--- src/rtl/bole_pkg.sv ---
// ----------------------------------------------------------------------------
// bole_pkg
// shared widths, codes and types of the bounded ordered list engine
// ----------------------------------------------------------------------------
`default_nettype none

package bole_pkg;

  localparam int DEPTH   = 64;
  localparam int IDX_W   = $clog2(DEPTH);
  localparam int CNT_W   = $clog2(DEPTH + 1);
  localparam int POS_W   = 7;
  localparam int DATA_W  = 32;
  localparam int COUNT_W = 7;
  localparam int CMP_W   = (POS_W > CNT_W) ? POS_W : CNT_W;

  localparam int GRP_SZ  = 8;
  localparam int NGRP    = (DEPTH + GRP_SZ - 1) / GRP_SZ;

  localparam int IN_FIELDS_W  = 3 + POS_W + DATA_W;
  localparam int IN_TDATA_W   = ((IN_FIELDS_W + 7) / 8) * 8;
  localparam int OUT_FIELDS_W = 2 + 1 + DATA_W + COUNT_W;
  localparam int OUT_TDATA_W  = ((OUT_FIELDS_W + 7) / 8) * 8;

  typedef enum logic [2:0] {
    ACT_PUSH_BACK  = 3'd0,
    ACT_POP_BACK   = 3'd1,
    ACT_PUSH_FRONT = 3'd2,
    ACT_POP_FRONT  = 3'd3,
    ACT_INSERT_AT  = 3'd4,
    ACT_REMOVE_AT  = 3'd5,
    ACT_CONTAINS   = 3'd6,
    ACT_READ_AT    = 3'd7
  } action_t;

  typedef enum logic [1:0] {
    STS_OK    = 2'd0,
    STS_EMPTY = 2'd1,
    STS_RANGE = 2'd2,
    STS_FULL  = 2'd3
  } status_t;

  typedef enum logic [1:0] {
    S_IDLE,
    S_TREE,
    S_OUT
  } state_t;

  typedef struct packed {
    logic              go;
    logic              ins;
    logic              rem;
    logic              rd;
    logic              look;
    logic [CMP_W-1:0]  pos;
    logic [CMP_W-1:0]  cnt;
    logic [DATA_W-1:0] value;
  } cell_cmd_t;

endpackage

`default_nettype wire

--- src/rtl/bole_ctrl.sv ---
// ----------------------------------------------------------------------------
// bole_ctrl
// request decode, status and count, and the handshake sequencer
// ----------------------------------------------------------------------------
`default_nettype none

module bole_ctrl (
  input  wire                          clk,
  input  wire                          rst_n,
  input  wire                          in_tvalid,
  input  wire  bole_pkg::action_t      action,
  input  wire  [bole_pkg::POS_W-1:0]   position,
  input  wire  [bole_pkg::DATA_W-1:0]  value,
  input  wire                          out_tready,
  output logic                         in_tready,
  output logic                         out_tvalid,
  output logic                         tree_load,
  output bole_pkg::cell_cmd_t          cmd,
  output bole_pkg::status_t            status_r,
  output logic [bole_pkg::COUNT_W-1:0] count_r
);
  import bole_pkg::*;

  state_t           state_r;
  state_t           state_nxt;
  logic [CNT_W-1:0] cnt_r;
  logic [CNT_W-1:0] cnt_nxt;
  status_t          status_nxt;
  logic             accept;
  logic [CMP_W-1:0] cnt_ext;
  logic [CMP_W-1:0] pos_ext;
  logic [CMP_W-1:0] pos_eff;

  assign accept  = in_tvalid && in_tready;
  assign cnt_ext = CMP_W'(cnt_r);
  assign pos_ext = CMP_W'(position);

  always_comb begin
    state_nxt = state_r;
    unique case (state_r)
      S_IDLE:  if (in_tvalid) state_nxt = S_TREE;
      S_TREE:  state_nxt = S_OUT;
      S_OUT:   if (out_tready) state_nxt = S_IDLE;
      default: state_nxt = S_IDLE;
    endcase
  end

  always_comb begin
    in_tready  = (state_r == S_IDLE);
    tree_load  = (state_r == S_TREE);
    out_tvalid = (state_r == S_OUT);
  end

  always_comb begin
    status_nxt = STS_OK;
    cnt_nxt    = cnt_r;
    pos_eff    = pos_ext;
    cmd        = '0;
    cmd.value  = value;
    cmd.cnt    = cnt_ext;
    unique case (action)
      ACT_PUSH_BACK, ACT_PUSH_FRONT, ACT_INSERT_AT: begin
        if (action == ACT_PUSH_BACK) begin
          pos_eff = cnt_ext;
        end else if (action == ACT_PUSH_FRONT) begin
          pos_eff = '0;
        end
        if (pos_eff > cnt_ext) begin
          status_nxt = STS_RANGE;
        end else if (cnt_ext >= CMP_W'(DEPTH)) begin
          status_nxt = STS_FULL;
        end else begin
          cmd.ins = 1'b1;
          cnt_nxt = cnt_r + 1'b1;
        end
      end
      ACT_POP_BACK, ACT_POP_FRONT, ACT_REMOVE_AT: begin
        if (action == ACT_POP_BACK) begin
          pos_eff = cnt_ext - 1'b1;
        end else if (action == ACT_POP_FRONT) begin
          pos_eff = '0;
        end
        if (cnt_r == '0) begin
          status_nxt = STS_EMPTY;
        end else if (pos_eff >= cnt_ext) begin
          status_nxt = STS_RANGE;
        end else begin
          cmd.rem = 1'b1;
          cmd.rd  = 1'b1;
          cnt_nxt = cnt_r - 1'b1;
        end
      end
      ACT_CONTAINS: begin
        cmd.look = 1'b1;
      end
      ACT_READ_AT: begin
        if (cnt_r == '0) begin
          status_nxt = STS_EMPTY;
        end else if (pos_eff >= cnt_ext) begin
          status_nxt = STS_RANGE;
        end else begin
          cmd.rd = 1'b1;
        end
      end
      default: status_nxt = STS_OK;
    endcase
    cmd.pos = pos_eff;
    cmd.go  = accept;
    if (!accept) begin
      cmd.ins  = 1'b0;
      cmd.rem  = 1'b0;
      cmd.rd   = 1'b0;
      cmd.look = 1'b0;
    end
  end

  always_ff @(posedge clk) begin
    if (!rst_n) begin
      state_r <= S_IDLE;
      cnt_r   <= '0;
    end else begin
      state_r <= state_nxt;
      if (accept) begin
        cnt_r <= cnt_nxt;
      end
    end
  end

  always_ff @(posedge clk) begin
    if (accept) begin
      status_r <= status_nxt;
      count_r  <= COUNT_W'(cnt_nxt);
    end
  end

endmodule

`default_nettype wire

--- config.mk ---
export PLATFORM = sky130hd
export DESIGN_NAME = bole_ctrl
export DESIGN_NICKNAME = d
export VERILOG_FILES = /design/src/rtl/bole_pkg.sv /design/src/rtl/bole_ctrl.sv
export SDC_FILE = /design/constraint.sdc
export NUM_CORES = 1
export LEC_CHECK = 0
export ABC_AREA = 0
export BUFFER_PORTS_ARGS = -buffer_cell sky130_fd_sc_hd__buf_4
export CORE_MARGIN = 2
export CORE_UTILIZATION = 47
export CTS_CLUSTER_DIAMETER = 60
export CTS_CLUSTER_SIZE = 40
export DETAILED_ROUTE_END_ITERATION = 6
export PLACE_DENSITY = 0.79
export SETUP_SLACK_MARGIN = 0.1
export SYNTH_ARGS = -nofsm -noshare
export SYNTH_HDL_FRONTEND = slang
export SYNTH_SLANG_ARGS = --single-unit
--- constraint.sdc ---
create_clock -name clk -period 4.04 [get_ports clk]
set_clock_uncertainty 0.15 [all_clocks]
set_input_delay 0.606 -clock clk [delete_from_list [all_inputs] [get_ports clk]]
set_output_delay 0.606 -clock clk [all_outputs]
set_load 0.02 [all_outputs]
==> key figures <==
Status
  • Status: finished, final reports clean

Cells and area
  • Number of diodes: 0
  • Synthesis-to-layout area growth: 9.214%
  • Final Net Count: 353
  • Share of cells above drive strength 1: 0.2801
  • Reg area: 452.9 um^2
  • Footprint of the multi-input gates: 0.001430 mm^2
  • Filler instances: 429
  • Layout Cell Area excl Fill: 0.002417 mm^2

Global routing
  • Largest net degree at the start of global routing: 15
  • Total track usage: 0.2169
  • First-pass GRT wire length: 9.280 mm
  • Vias in the first global route: 1887
  • Top Usage Layer GRT: met2
  • Gr ovfl total: 0
  • Met1 Track Usage GR: 0.2995
  • Initial antenna violation count: 0
  • GR Util met3: 0.04972
  • GR Layer Usage met2: 0.3485

Yosys
  • Asr flop ratio synth: 0
  • Largest cells by area after synthesis: ha_1 14%, edfxtp_1 12%, buf_4 11%, dfxtp_1 8.1%, nand2_1 4.9%
  • Mean post-synth cell area: 8.108 um^2
  • Primary FF master, synth: edfxtp_1
  • Yosys top cell by area: ha_1
  • Area share of the largest cell type after synthesis: 0.1357
  • Most numerous cell in the Yosys netlist: buf_4
  • Top post-synthesis cells by count: 33 x buf_4, 29 x nand2_1, 24 x ha_1, 14 x a21oi_1
  • Sequential-to-total area share from yosys stat: 0.2035
  • Synthesized instance count: 273
  • Distinct cell type count after synthesis: 61
  • Syn Nets: 343
  • Ys Warns: 0
  • Synth Register Bits: 18
  • Number of synthesized flops with an enable pin: 9
  • Post-Syn Area: 0.002213 mm^2

Timing
  • RSZ-0062 raised after global routing: no
  • Slew Limit Fails: 0
  • Count of final setup violators: 0
  • Worst Max-Slew Pin Slew: 480.2 ps
  • Final hold vios: 0
  • Crit share post-route: 0.9347
  • Min Tclk post-route: 3776 ps
  • Fmax: 264.8 MHz
  • Max-slew headroom: 0.6799
  • Setup TNS Final: 0 ps

Pwr
  • Pwr per Cell Area: 337.0 mW/mm^2
  • LEAKAGE: 1.035 nW
  • Maximum VDD drop: 0.0002284 V

Die
  • Number of I/O pins: 109
  • DIE WIDTH: 72.63 um
  • Die height: 72.63 um
  • Die area: 0.005274 mm^2
  • Area of the core: 0.004444 mm^2
  • FP Rows: 24
  • Initial Util: 0.4980

Detailed routing
  • Routed WL: 5.528 mm
  • ANT nets after route: 0
  • Via count: 2032
  • Wire per inst: 16.55 um
  • TritonRoute pass-1 iters: 4
  • Detailed Route Iter0 Violations: 155
  • Routed vias/inst: 6.084
  • Drt drc: 0

Clock network
  • CTS buffer count: 3
  • Clock root buffer: clkbuf_8
  • H-tree depth: 1
  • Clk_lat worst skew: 250 ps
  • CTS max path bufs: 2
  • CTS tree: built
  • Clock sink total: 18
  • Clock transition at path regs: 70 ps

Min path
  • Min-Delay Path Class: flop to flop
  • Hold-critical path depth: 2

Worst setup path
  • WP data required: 3280 ps
  • CP endpoint kind: output port
  • Worst-path fanout max: 10
  • Worst R2R Path Depth: 12
  • Worst setup path category: flop to output port
  • Worst path arrival time: 3020 ps
  • Flop-to-flop setup slack: 720 ps
  • Setup crit start kind: flop

Place
  • GPL Wtd Cong: 0.9380
  • Port Buf Inserts: 44
  • Placed cell area: 0.002346 mm^2
  • Post-detail-place hpwl: 4.291 mm

Flow run
  • Max Cap Viol: 0
-- power breakdown --
group / leakage, nW / total (mW) / internal (mW) / switching [mW]
combinational: 0.848 / 0.446 / 0.185 / 0.261
clock: 0.0231 / 0.127 / 0.0676 / 0.0593
sequential: 0.164 / 0.242 / 0.219 / 0.0226
-- registers in the layout, indices dropped and copies added, names as in the netlist --
name      count
cnt_ext       7
count_r       7
state_r       2
status_r      2
-- worst paths after layout --
path | end | from
max reg2reg | count_r[3]$_DFFE_PP_ | cnt_ext[1]$_SDFFE_PN0P_
min reg2reg | cnt_ext[2]$_SDFFE_PN0P_ | cnt_ext[2]$_SDFFE_PN0P_
min | cnt_ext[2]$_SDFFE_PN0P_ | cnt_ext[2]$_SDFFE_PN0P_
max | cmd[48] | cnt_ext[1]$_SDFFE_PN0P_
-- routing by layer --
metal,vias up,share of wire
met1,943,0.42
met2,102,0.49
met4,0,0
li1,987,-
met3,0,0.090
met5,-,0
-- cell usage in the layout (no fill, tap or decap), types with 7 or more instances in the layout --
cell type	Yosys	layout
buf_4	33	50
nor3_1	9	9
nand2_1	29	29
ha_1	24	24
a21oi_1	14	14
o21ai_0	7	7
nor2_1	9	9
inv_1	8	8
nand3_1	10	10
dfxtp_1	9	7
xnor2_1	10	9
edfxtp_1	9	9
-- critical path, cell delays in order (launching register included) --
cell,delay [ps]
dfxtp_2,450
inv_1,90
ha_1,250
and3_1,230
xnor2_2,170
a22o_1,250
ha_1,300
nand4_1,120
and3_1,200
o21a_2,240
nand3_1,170
nor2_1,140
buf_4,160
-- area by class of cell --
type / instances / share of cell area
Clock buffer: 3 / 0.01708
Clock inverter: 1 / 0.001553
Inverter: 13 / 0.02019
Multi-Input combinational cell: 197 / 0.5916
Sequential cell: 18 / 0.1874
Tap cell: 52 / 0.02692
Timing Repair Buffer: 50 / 0.1553
-- metrics by stage --
step | hold slack [ps] | instances | setup WS (ps) | total power, mW | utilization
after global placement | 445.9 | 330 | 407.6 | 0.6680 | 0.5279
after global routing | 472.7 | 334 | 98.31 | 0.8721 | 0.5439
final | 453.9 | 334 | 263.7 | 0.8146 | 0.5439
after floorplan | 483.3 | 273 | 508.2 | 0.5932 | -
after detailed placement | 444.8 | 330 | 339.0 | 0.6762 | 0.5279
after CTS | 458.9 | 334 | 232.4 | 0.8043 | 0.5383
-- timing repair --
action                                  in CTS  in global routing
endpoints found under the setup margin       1                  3
gates resized for setup                      1                  5
hold buffers                                 0                  0
setup buffers                                0                  0
-- logic make-up after synthesis --
kind of cell,count (synthesis),share of synthesized area
mux,7,0.03561
flops,18,0.2035
simple gates,90,0.2205
compound gates,66,0.2041
fa+ha+maj,24,0.1357
buf+inv,58,0.1611
xor+xnor,10,0.03957
Power figures use the tool's default switching activity.
