[config.mk]
export PLATFORM = sky130hd
export DESIGN_NAME = bole_cell
export DESIGN_NICKNAME = d
export VERILOG_FILES = /design/src/rtl/bole_pkg.sv /design/src/rtl/bole_cell.sv
export SDC_FILE = /design/constraint.sdc
export NUM_CORES = 1
export LEC_CHECK = 0
export BUFFER_PORTS_ARGS = -buffer_cell sky130_fd_sc_hd__buf_2
export CAP_MARGIN = 5
export CORE_MARGIN = 1.5
export CORE_UTILIZATION = 41
export CTS_CLUSTER_DIAMETER = 150
export DETAILED_ROUTE_END_ITERATION = 16
export MAX_ROUTING_LAYER = met4
export PLACE_DENSITY = 0.77
export SYNTH_ARGS = -nofsm -noshare
export SYNTH_HDL_FRONTEND = slang
export SYNTH_SLANG_ARGS = --single-unit
[constraint.sdc]
create_clock -name clk -period 2 [get_ports clk]
set_input_delay 0.5 -clock clk [delete_from_list [all_inputs] [get_ports clk]]
set_output_delay 0.5 -clock clk [all_outputs]
set_load 0.1 [all_outputs]
[src/rtl/bole_pkg.sv]
// ----------------------------------------------------------------------------
// bole_pkg
// shared widths, codes and types of the bounded ordered list engine
// ----------------------------------------------------------------------------
`default_nettype none

package bole_pkg;

  localparam int DEPTH   = 64;
  localparam int IDX_W   = $clog2(DEPTH);
  localparam int CNT_W   = $clog2(DEPTH + 1);
  localparam int POS_W   = 7;
  localparam int DATA_W  = 32;
  localparam int COUNT_W = 7;
  localparam int CMP_W   = (POS_W > CNT_W) ? POS_W : CNT_W;

  localparam int GRP_SZ  = 8;
  localparam int NGRP    = (DEPTH + GRP_SZ - 1) / GRP_SZ;

  localparam int IN_FIELDS_W  = 3 + POS_W + DATA_W;
  localparam int IN_TDATA_W   = ((IN_FIELDS_W + 7) / 8) * 8;
  localparam int OUT_FIELDS_W = 2 + 1 + DATA_W + COUNT_W;
  localparam int OUT_TDATA_W  = ((OUT_FIELDS_W + 7) / 8) * 8;

  typedef enum logic [2:0] {
    ACT_PUSH_BACK  = 3'd0,
    ACT_POP_BACK   = 3'd1,
    ACT_PUSH_FRONT = 3'd2,
    ACT_POP_FRONT  = 3'd3,
    ACT_INSERT_AT  = 3'd4,
    ACT_REMOVE_AT  = 3'd5,
    ACT_CONTAINS   = 3'd6,
    ACT_READ_AT    = 3'd7
  } action_t;

  typedef enum logic [1:0] {
    STS_OK    = 2'd0,
    STS_EMPTY = 2'd1,
    STS_RANGE = 2'd2,
    STS_FULL  = 2'd3
  } status_t;

  typedef enum logic [1:0] {
    S_IDLE,
    S_TREE,
    S_OUT
  } state_t;

  typedef struct packed {
    logic              go;
    logic              ins;
    logic              rem;
    logic              rd;
    logic              look;
    logic [CMP_W-1:0]  pos;
    logic [CMP_W-1:0]  cnt;
    logic [DATA_W-1:0] value;
  } cell_cmd_t;

endpackage

`default_nettype wire

[src/rtl/bole_cell.sv]
// ----------------------------------------------------------------------------
// bole_cell
// one list entry: shifts with its neighbors on insert and remove, taps its
// value for reads and compares it for membership tests
// ----------------------------------------------------------------------------
`default_nettype none

module bole_cell (
  input  wire                             clk,
  input  wire  [bole_pkg::IDX_W-1:0]      cell_idx,
  input  wire  bole_pkg::cell_cmd_t       cmd,
  input  wire  [bole_pkg::DATA_W-1:0]     prev_entry,
  input  wire  [bole_pkg::DATA_W-1:0]     next_entry,
  output logic [bole_pkg::DATA_W-1:0]     entry_r,
  output logic [bole_pkg::DATA_W-1:0]     tap_data_r,
  output logic                            tap_match_r
);
  import bole_pkg::*;

  logic [CMP_W-1:0]  idx;
  logic [DATA_W-1:0] entry_nxt;
  logic [DATA_W-1:0] tap_data_nxt;
  logic              tap_match_nxt;

  always_comb begin
    idx       = CMP_W'(cell_idx);
    entry_nxt = entry_r;
    if (cmd.ins) begin
      if (idx > cmd.pos) begin
        entry_nxt = prev_entry;
      end else if (idx == cmd.pos) begin
        entry_nxt = cmd.value;
      end
    end else if (cmd.rem) begin
      if (idx >= cmd.pos) begin
        entry_nxt = next_entry;
      end
    end
    tap_data_nxt  = (cmd.rd && idx == cmd.pos) ? entry_r : '0;
    tap_match_nxt = cmd.look && (idx < cmd.cnt) && (entry_r == cmd.value);
  end

  always_ff @(posedge clk) begin
    if (cmd.go) begin
      entry_r     <= entry_nxt;
      tap_data_r  <= tap_data_nxt;
      tap_match_r <= tap_match_nxt;
    end
  end

endmodule

`default_nettype wire

==> reports/qor.txt, run 1 <==
final slew viol count - 0
area grow syn2layout - 41.9%
Top FF cell, synth - edfxtp_1
CTS Root Cell - clkbuf_8
Internal Power - 0.00232 W
CTS Sinks - 65
drt wl/cell - 18.8 um
DRT Pass-1 Iters - 4
top cells by area, synth - edfxtp_1, o221a_1, xor2_1, and3_1, or2_2
endpoints failing hold - 0
Initial Util - 42.6%
Mapped Cells - 263
worst-margin pin slew - 531 ps
initial antenna violation count - 0
Rows - 33
vias in the first global route - 3149
reg-to-reg endpoint - tap_match_r$_DFFE_PP_
Die W - 95.6 um
R2R Path Start - entry_r[24]$_DFFE_PP_
CTS Hold Bufs - 0
max-cap violations - 0
global router's overall resource usage - 24.7%
Worst Hold Depth - 2
final setup fails - 0
cells on worst reg2reg path - 5
Startpoint Class - primary input
Final Core Density - 60.4%
Min Clock Period, post-route - 1910 ps
#FFs+latches synth - 65
hold path endpoint - entry_r[7]$_DFFE_PP_
R2R setup slack - 100 ps
P_leak - 2.34 nW
share of cells above drive strength 1 - 56.8%
postcts setup bufs - 0
sequential share of the synthesized area - 55.5%
Synth area leader - edfxtp_1
placed cells - 560
TritonCTS clock tree - done
worst-path fanout max - 10
largest net degree at the start of global routing - 33
# port buffers - 186
sequential power share - 45.5%
detailed-route via count - 3028
RSZ-0062 raised after global routing - true
unique cell type count in the Yosys netlist - 32
clock skew - 6.42 ps
Max VDD drop - 0.423 mV
die area - 9140 um2
final net count - 599
Hold Path Origin - prev_entry[7]
Min-Delay Path Class - primary input to flop
CTS Buffer Depth - 2
Pwr per Cell Area - 710 nW/um2
DRC Markers - 0
share of total power in the clock network - 25.6%
global-route wire length before repair - 15900 um
area of the mapped netlist - 3520 um2
half-perimeter wire length after placement - 8410 um
slew margin rel. - 64.6%
Crit. End Element - flop
Critical Path AT - 1980 ps
cell with the most instances after synthesis - edfxtp_1
clk_lat worst skew - 330 ps
ANT cells - 0
H-tree levels - 3
Post-synth EDFFs - 65
Core Area - 8260 um2
total CTS buffers - 9
Routed WL - 10800 um
routability cong. - 0.880
Post-Syn Nets - 396
Post-Syn Area per Cell - 13.4 um2
final worst slack - 93.9 ps
Place WS - -382 ps
gr ovfl total - 0
crit path from - cell_idx[2]
critical path class - primary input to flop
most instantiated cells after synthesis - edfxtp_1, and3_1, o221a_1, or2_2, xor2_1
Post-synth ARST share - 0%
fmax - 0.525 GHz
Avg Vias per Cell - 5.27
Syn. warnings - 0
fin crit share - 95.3%
required time of the critical path - 2080 ps
Sw Ratio - 34.4%
Die H - 95.6 um
Sw Pwr - 0.00122 W
Logic pwr share - 28.9%
clk slew on worst S/H paths - 70 ps
antenna-violating nets left - 0
initial DRC count - 93
outcome - finished clean
Synth top area share - 55.5%
Finished Layout Cells - 575
IO Pins - 187
-- power groups by stage --
stage               Clock, W  Sequential (W)  Combinational (W)
finish              0.000905         0.00161            0.00102
global route        0.000978         0.00162            0.00108
CTS                 0.000930         0.00161            0.00103
detailed placement         0         0.00164            0.00102
global placement           0         0.00164            0.00100
floorplan                  0         0.00205           0.000279
-- final cells by class --
type                    count  area [um2]
multi-input cells         172        1560
flip-flops and latches     65        1950
inverters                  11        41.3
repair buffers            207        1150
clock inverters             5        23.8
clock buffers              10         128
well taps                 105         131
fillers                   717        3270
-- how the worst max path moves through the flow --
stage	cells after the start	to	slack (ps)
2_1_floorplan	5	entry_r[0]$_DFFE_PP_	20
3_3_place_gp	6	tap_match_r$_DFFE_PP_	-350
3_5_place_dp	6	tap_match_r$_DFFE_PP_	-380
4_1_cts	5	tap_match_r$_DFFE_PP_	40
5_1_grt	5	tap_match_r$_DFFE_PP_	-30
6_report	7	entry_r[23]$_DFFE_PP_	90
-- metrics by stage --
stage	total power [W]	setup TNS [ps]	area (um2)	hold WS, ps
6_report	0.00354	0	4990	519
5_1_grt	0.00368	-25.6	4990	506
4_1_cts	0.00357	0	4990	501
3_5_place_dp	0.00266	-13940	4830	606
3_3_place_gp	0.00264	-11200	4830	603
2_1_floorplan	0.00233	0	3620	612
-- registers in the layout (all words and copies together), names as in the netlist --
| register | cells |
|---|---|
| tap_data_r | 32 |
| entry_r | 32 |
| tap_match_r | 1 |
-- logic make-up (layout without fill, tap and decap cells) --
| logic type | Yosys count | after routing | synth area share (%) |
|---|---|---|---|
| xor+xnor | 32 | 32 | 7.97 |
| buf+inv | 26 | 233 | 3.52 |
| fa+ha+maj | 11 | 11 | 3.91 |
| compound gates | 46 | 46 | 13.8 |
| flops | 65 | 65 | 55.5 |
| simple gates | 83 | 83 | 15.3 |
-- what timing repair did --
item / CTS / global route
hold endpoints to repair: 0 / 0
cloned: 0 / 0
setup endpoints to repair: 1 / 1
pin swaps: 1 / 1
resized for setup: 3 / 0
-- per-layer routing --
layer	track usage (%)	vias to the layer above	part of all wire, %
met5	-	-	0
met4	10.8	0	2.5
met3	3.59	20	6.4
met2	41.4	151	49
met1	29.5	1422	42
li1	-	1435	-
-- critical path, stage by stage --
cell and delay (ps):
buf_2 110, ha_1 340, nand3b_1 200, a21oi_2 240, o221ai_4 150, buf_4 200, o221a_1 250
-- placed cells by master (no fill, tap or decap), types with 2 or more instances in the layout --
cell type,count
a21oi_2,2
buf_2,186
buf_12,5
clkbuf_8,9
and3_1,32
edfxtp_1,65
nor4_1,6
a21o_1,3
ha_4,3
buf_4,16
o221a_1,32
inv_1,11
xor2_1,31
o221ai_4,2
or2_2,32
ha_1,8
clkinv_1,3
No activity file was read; power rests on OpenSTA's default activity.
==> inputs of run 2 (changes only) <==
--- a/config.mk
+++ b/config.mk
@@ -7,12 +7,15 @@
 export LEC_CHECK = 0
 export BUFFER_PORTS_ARGS = -buffer_cell sky130_fd_sc_hd__buf_2
 export CAP_MARGIN = 5
+export CELL_PAD_IN_SITES_DETAIL_PLACEMENT = 1
+export CELL_PAD_IN_SITES_GLOBAL_PLACEMENT = 1
 export CORE_MARGIN = 1.5
-export CORE_UTILIZATION = 41
+export CORE_UTILIZATION = 31
+export CTS_BUF_LIST = sky130_fd_sc_hd__clkbuf_8 sky130_fd_sc_hd__clkbuf_16
 export CTS_CLUSTER_DIAMETER = 150
 export DETAILED_ROUTE_END_ITERATION = 16
 export MAX_ROUTING_LAYER = met4
-export PLACE_DENSITY = 0.77
+export PLACE_DENSITY_LB_ADDON = 0.1
 export SYNTH_ARGS = -nofsm -noshare
 export SYNTH_HDL_FRONTEND = slang
 export SYNTH_SLANG_ARGS = --single-unit
==> reports/qor.txt, run 2 (synthesis gave the netlist of run 1 again) <==
routability cong. - 0.750 (was 0.880)
Crit. End Element - flop (unchanged)
Routed WL - 11800 um (was 10800 um)
largest net degree at the start of global routing - 33 (unchanged)
required time of the critical path - 2070 ps (was 2080 ps)
H-tree levels - 3 (unchanged)
Internal Power - 0.00286 W (was 0.00232 W)
overall power - 0.00417 W (was 0.00354 W)
total CTS buffers - 9 (unchanged)
clk slew on worst S/H paths - 50 ps (was 70 ps)
endpoints failing hold - 0 (unchanged)
share of total power in the clock network - 36.0% (was 25.6%)
worst-path fanout max - 15 (was 10)
final net count - 602 (was 599)
clk_lat worst skew - 320 ps (was 330 ps)
fmax - 0.516 GHz (was 0.525 GHz)
max-cap violations - 0 (unchanged)
RSZ-0062 raised after global routing - false (was true)
Pwr per Cell Area - 791 nW/um2 (was 710 nW/um2)
Min Clock Period, post-route - 1940 ps (was 1910 ps)
clock skew - 5.04 ps (was 6.42 ps)
area grow syn2layout - 49.8% (was 41.9%)
Critical Path AT - 2010 ps (was 1980 ps)
Rows - 38 (was 33)
commonest non-fill, non-tap cell in the layout - buf_2 (unchanged)
ANT cells - 0 (unchanged)
Initial Util - 32.2% (was 42.6%)
Sw Ratio - 31.4% (was 34.4%)
Die W - 110 um (was 95.6 um)
initial DRC count - 114 (was 93)
area of the multi-input gates - 1590 um2 (was 1560 um2)
CTS Hold Bufs - 0 (unchanged)
worst hold slack - 525 ps (was 519 ps)
worst-margin pin slew - 568 ps (was 531 ps)
initial antenna violation count - 0 (unchanged)
R2R setup slack - 170 ps (was 100 ps)
cells on worst reg2reg path - 5 (unchanged)
vias in the first global route - 3236 (was 3149)
CTS Sinks - 65 (unchanged)
die area - 12000 um2 (was 9140 um2)
antenna-violating nets left - 0 (unchanged)
slew margin rel. - 62.1% (was 64.6%)
gr ovfl total - 0 (unchanged)
half-perimeter wire length after placement - 9030 um (was 8410 um)
final worst slack - 61.1 ps (was 93.9 ps)
critical path class - primary input to flop (unchanged)
biggest regs - entry_r x32, tap_data_r x32, tap_match_r x1 (unchanged)
Sw Pwr - 0.00131 W (was 0.00122 W)
global-route wire length before repair - 17400 um (was 15900 um)
Worst Hold Depth - 2 (unchanged)
Filler cells - 1222 (was 717)
final setup fails - 0 (unchanged)
share of cells above drive strength 1 - 58.4% (was 56.8%)
hold path endpoint - entry_r[6]$_DFFE_PP_ (was entry_r[7]$_DFFE_PP_)
Max VDD drop - 0.382 mV (was 0.423 mV)
Hold Path Origin - prev_entry[6] (was prev_entry[7])
drt wl/cell - 19.3 um (was 18.8 um)
detailed-route via count - 3033 (was 3028)
CTS Root Cell - clkbuf_16 (was clkbuf_8)
Place WS - -290 ps (was -382 ps)
DRT Pass-1 Iters - 4 (unchanged)
Startpoint Class - primary input (unchanged)
fin crit share - 96.9% (was 95.3%)
global router's overall resource usage - 20.6% (was 24.7%)
IO Pins - 187 (unchanged)
CTS Buffer Depth - 2 (unchanged)
TritonCTS clock tree - done (unchanged)
sequential power share - 38.7% (was 45.5%)
DRC Markers - 0 (unchanged)
Logic pwr share - 25.3% (was 28.9%)
setup TNS - 0 ps (unchanged)
# port buffers - 186 (unchanged)
outcome - finished clean (unchanged)
Die H - 110 um (was 95.6 um)
reg-to-reg endpoint - tap_match_r$_DFFE_PP_ (unchanged)
Min-Delay Path Class - primary input to flop (unchanged)
Core Area - 10900 um2 (was 8260 um2)
commonest cells after routing, fill and taps aside - buf_2, edfxtp_1, or2_2, o221a_1, and3_1 (unchanged)
postcts setup bufs - 0 (unchanged)
register area - 1950 um2 (unchanged)
final slew viol count - 0 (unchanged)
P_leak - 2.45 nW (was 2.34 nW)
R2R Path Start - entry_r[24]$_DFFE_PP_ (unchanged)
Avg Vias per Cell - 4.95 (was 5.27)
==> run 2: cell types whose count changed in the layout (fill, tap and decap cells not counted), moves of 2 or more <==
cell / delta
clkbuf_16: +11
clkbuf_8: -9
ha_1: -3
buf_2: -2
buf_6: +2
ha_4: +2
inv_2: +2
==> run 2: metal layers <==
metal	up-vias	GRT usage, %	part of all wire (%)
met5	-	-	0
met4	0	5.66	1.2
met3	10	6.16	7.4
met2	119	33.5	49
met1	1464	24.7	42
li1	1440	-	-
==> run 2: cell type report <==
cell class / instances / area share, %
timing repair buffer: 210 / 23.4
sequential: 65 / 37.0
multi-input combinational: 172 / 30.2
clock buffer: 9 / 4.27
clock inverter: 6 / 0.973
tap: 140 / 3.32
inverter: 11 / 0.783
==> run 2: power by group through the flow <==
stage	Clock, W	Sequential (W)	Combinational, W
after floorplan	0	0.00205	0.000279
after global placement	0	0.00164	0.00103
after detailed placement	0	0.00164	0.00104
after CTS	0.00154	0.00161	0.00104
after global routing	0.00160	0.00162	0.00112
final	0.00150	0.00161	0.00106
==> run 2: what timing repair did <==
action,4_1_cts,5_1_grt
hold endpoints to repair,0,0
endpoints found under the setup margin,1,8
resized for setup,2,9
pin swaps,0,6
cloned,0,2
==> run 2: per-stage QoR <==
stage	instances	cell area [um2]	util, %
after floorplan	263	3620	-
after global placement	596	4890	44.7
after detailed placement	596	4890	44.7
after CTS	611	5170	47.3
after global routing	613	5270	48.2
final	613	5270	48.2
==> run 2: critical path, stage by stage <==
cell and delay [ps]:
buf_2 70, inv_1 50, ha_4 280, a211oi_2 70, nor3_2 320, o221ai_4 240
buf_12 220, o221a_1 250
==> run 2: worst max path at each step <==
stage	startpoint	to	slack [ps]	depth (start not counted)
after floorplan	cmd[41]	entry_r[0]$_DFFE_PP_	20	5
after global placement	cmd[24]	tap_match_r$_DFFE_PP_	-230	6
after detailed placement	cell_idx[2]	entry_r[12]$_DFFE_PP_	-290	7
after CTS	entry_r[24]$_DFFE_PP_	tap_match_r$_DFFE_PP_	60	5
after global routing	cell_idx[4]	entry_r[24]$_DFFE_PP_	0.8	7
final	cmd[43]	entry_r[24]$_DFFE_PP_	60	8
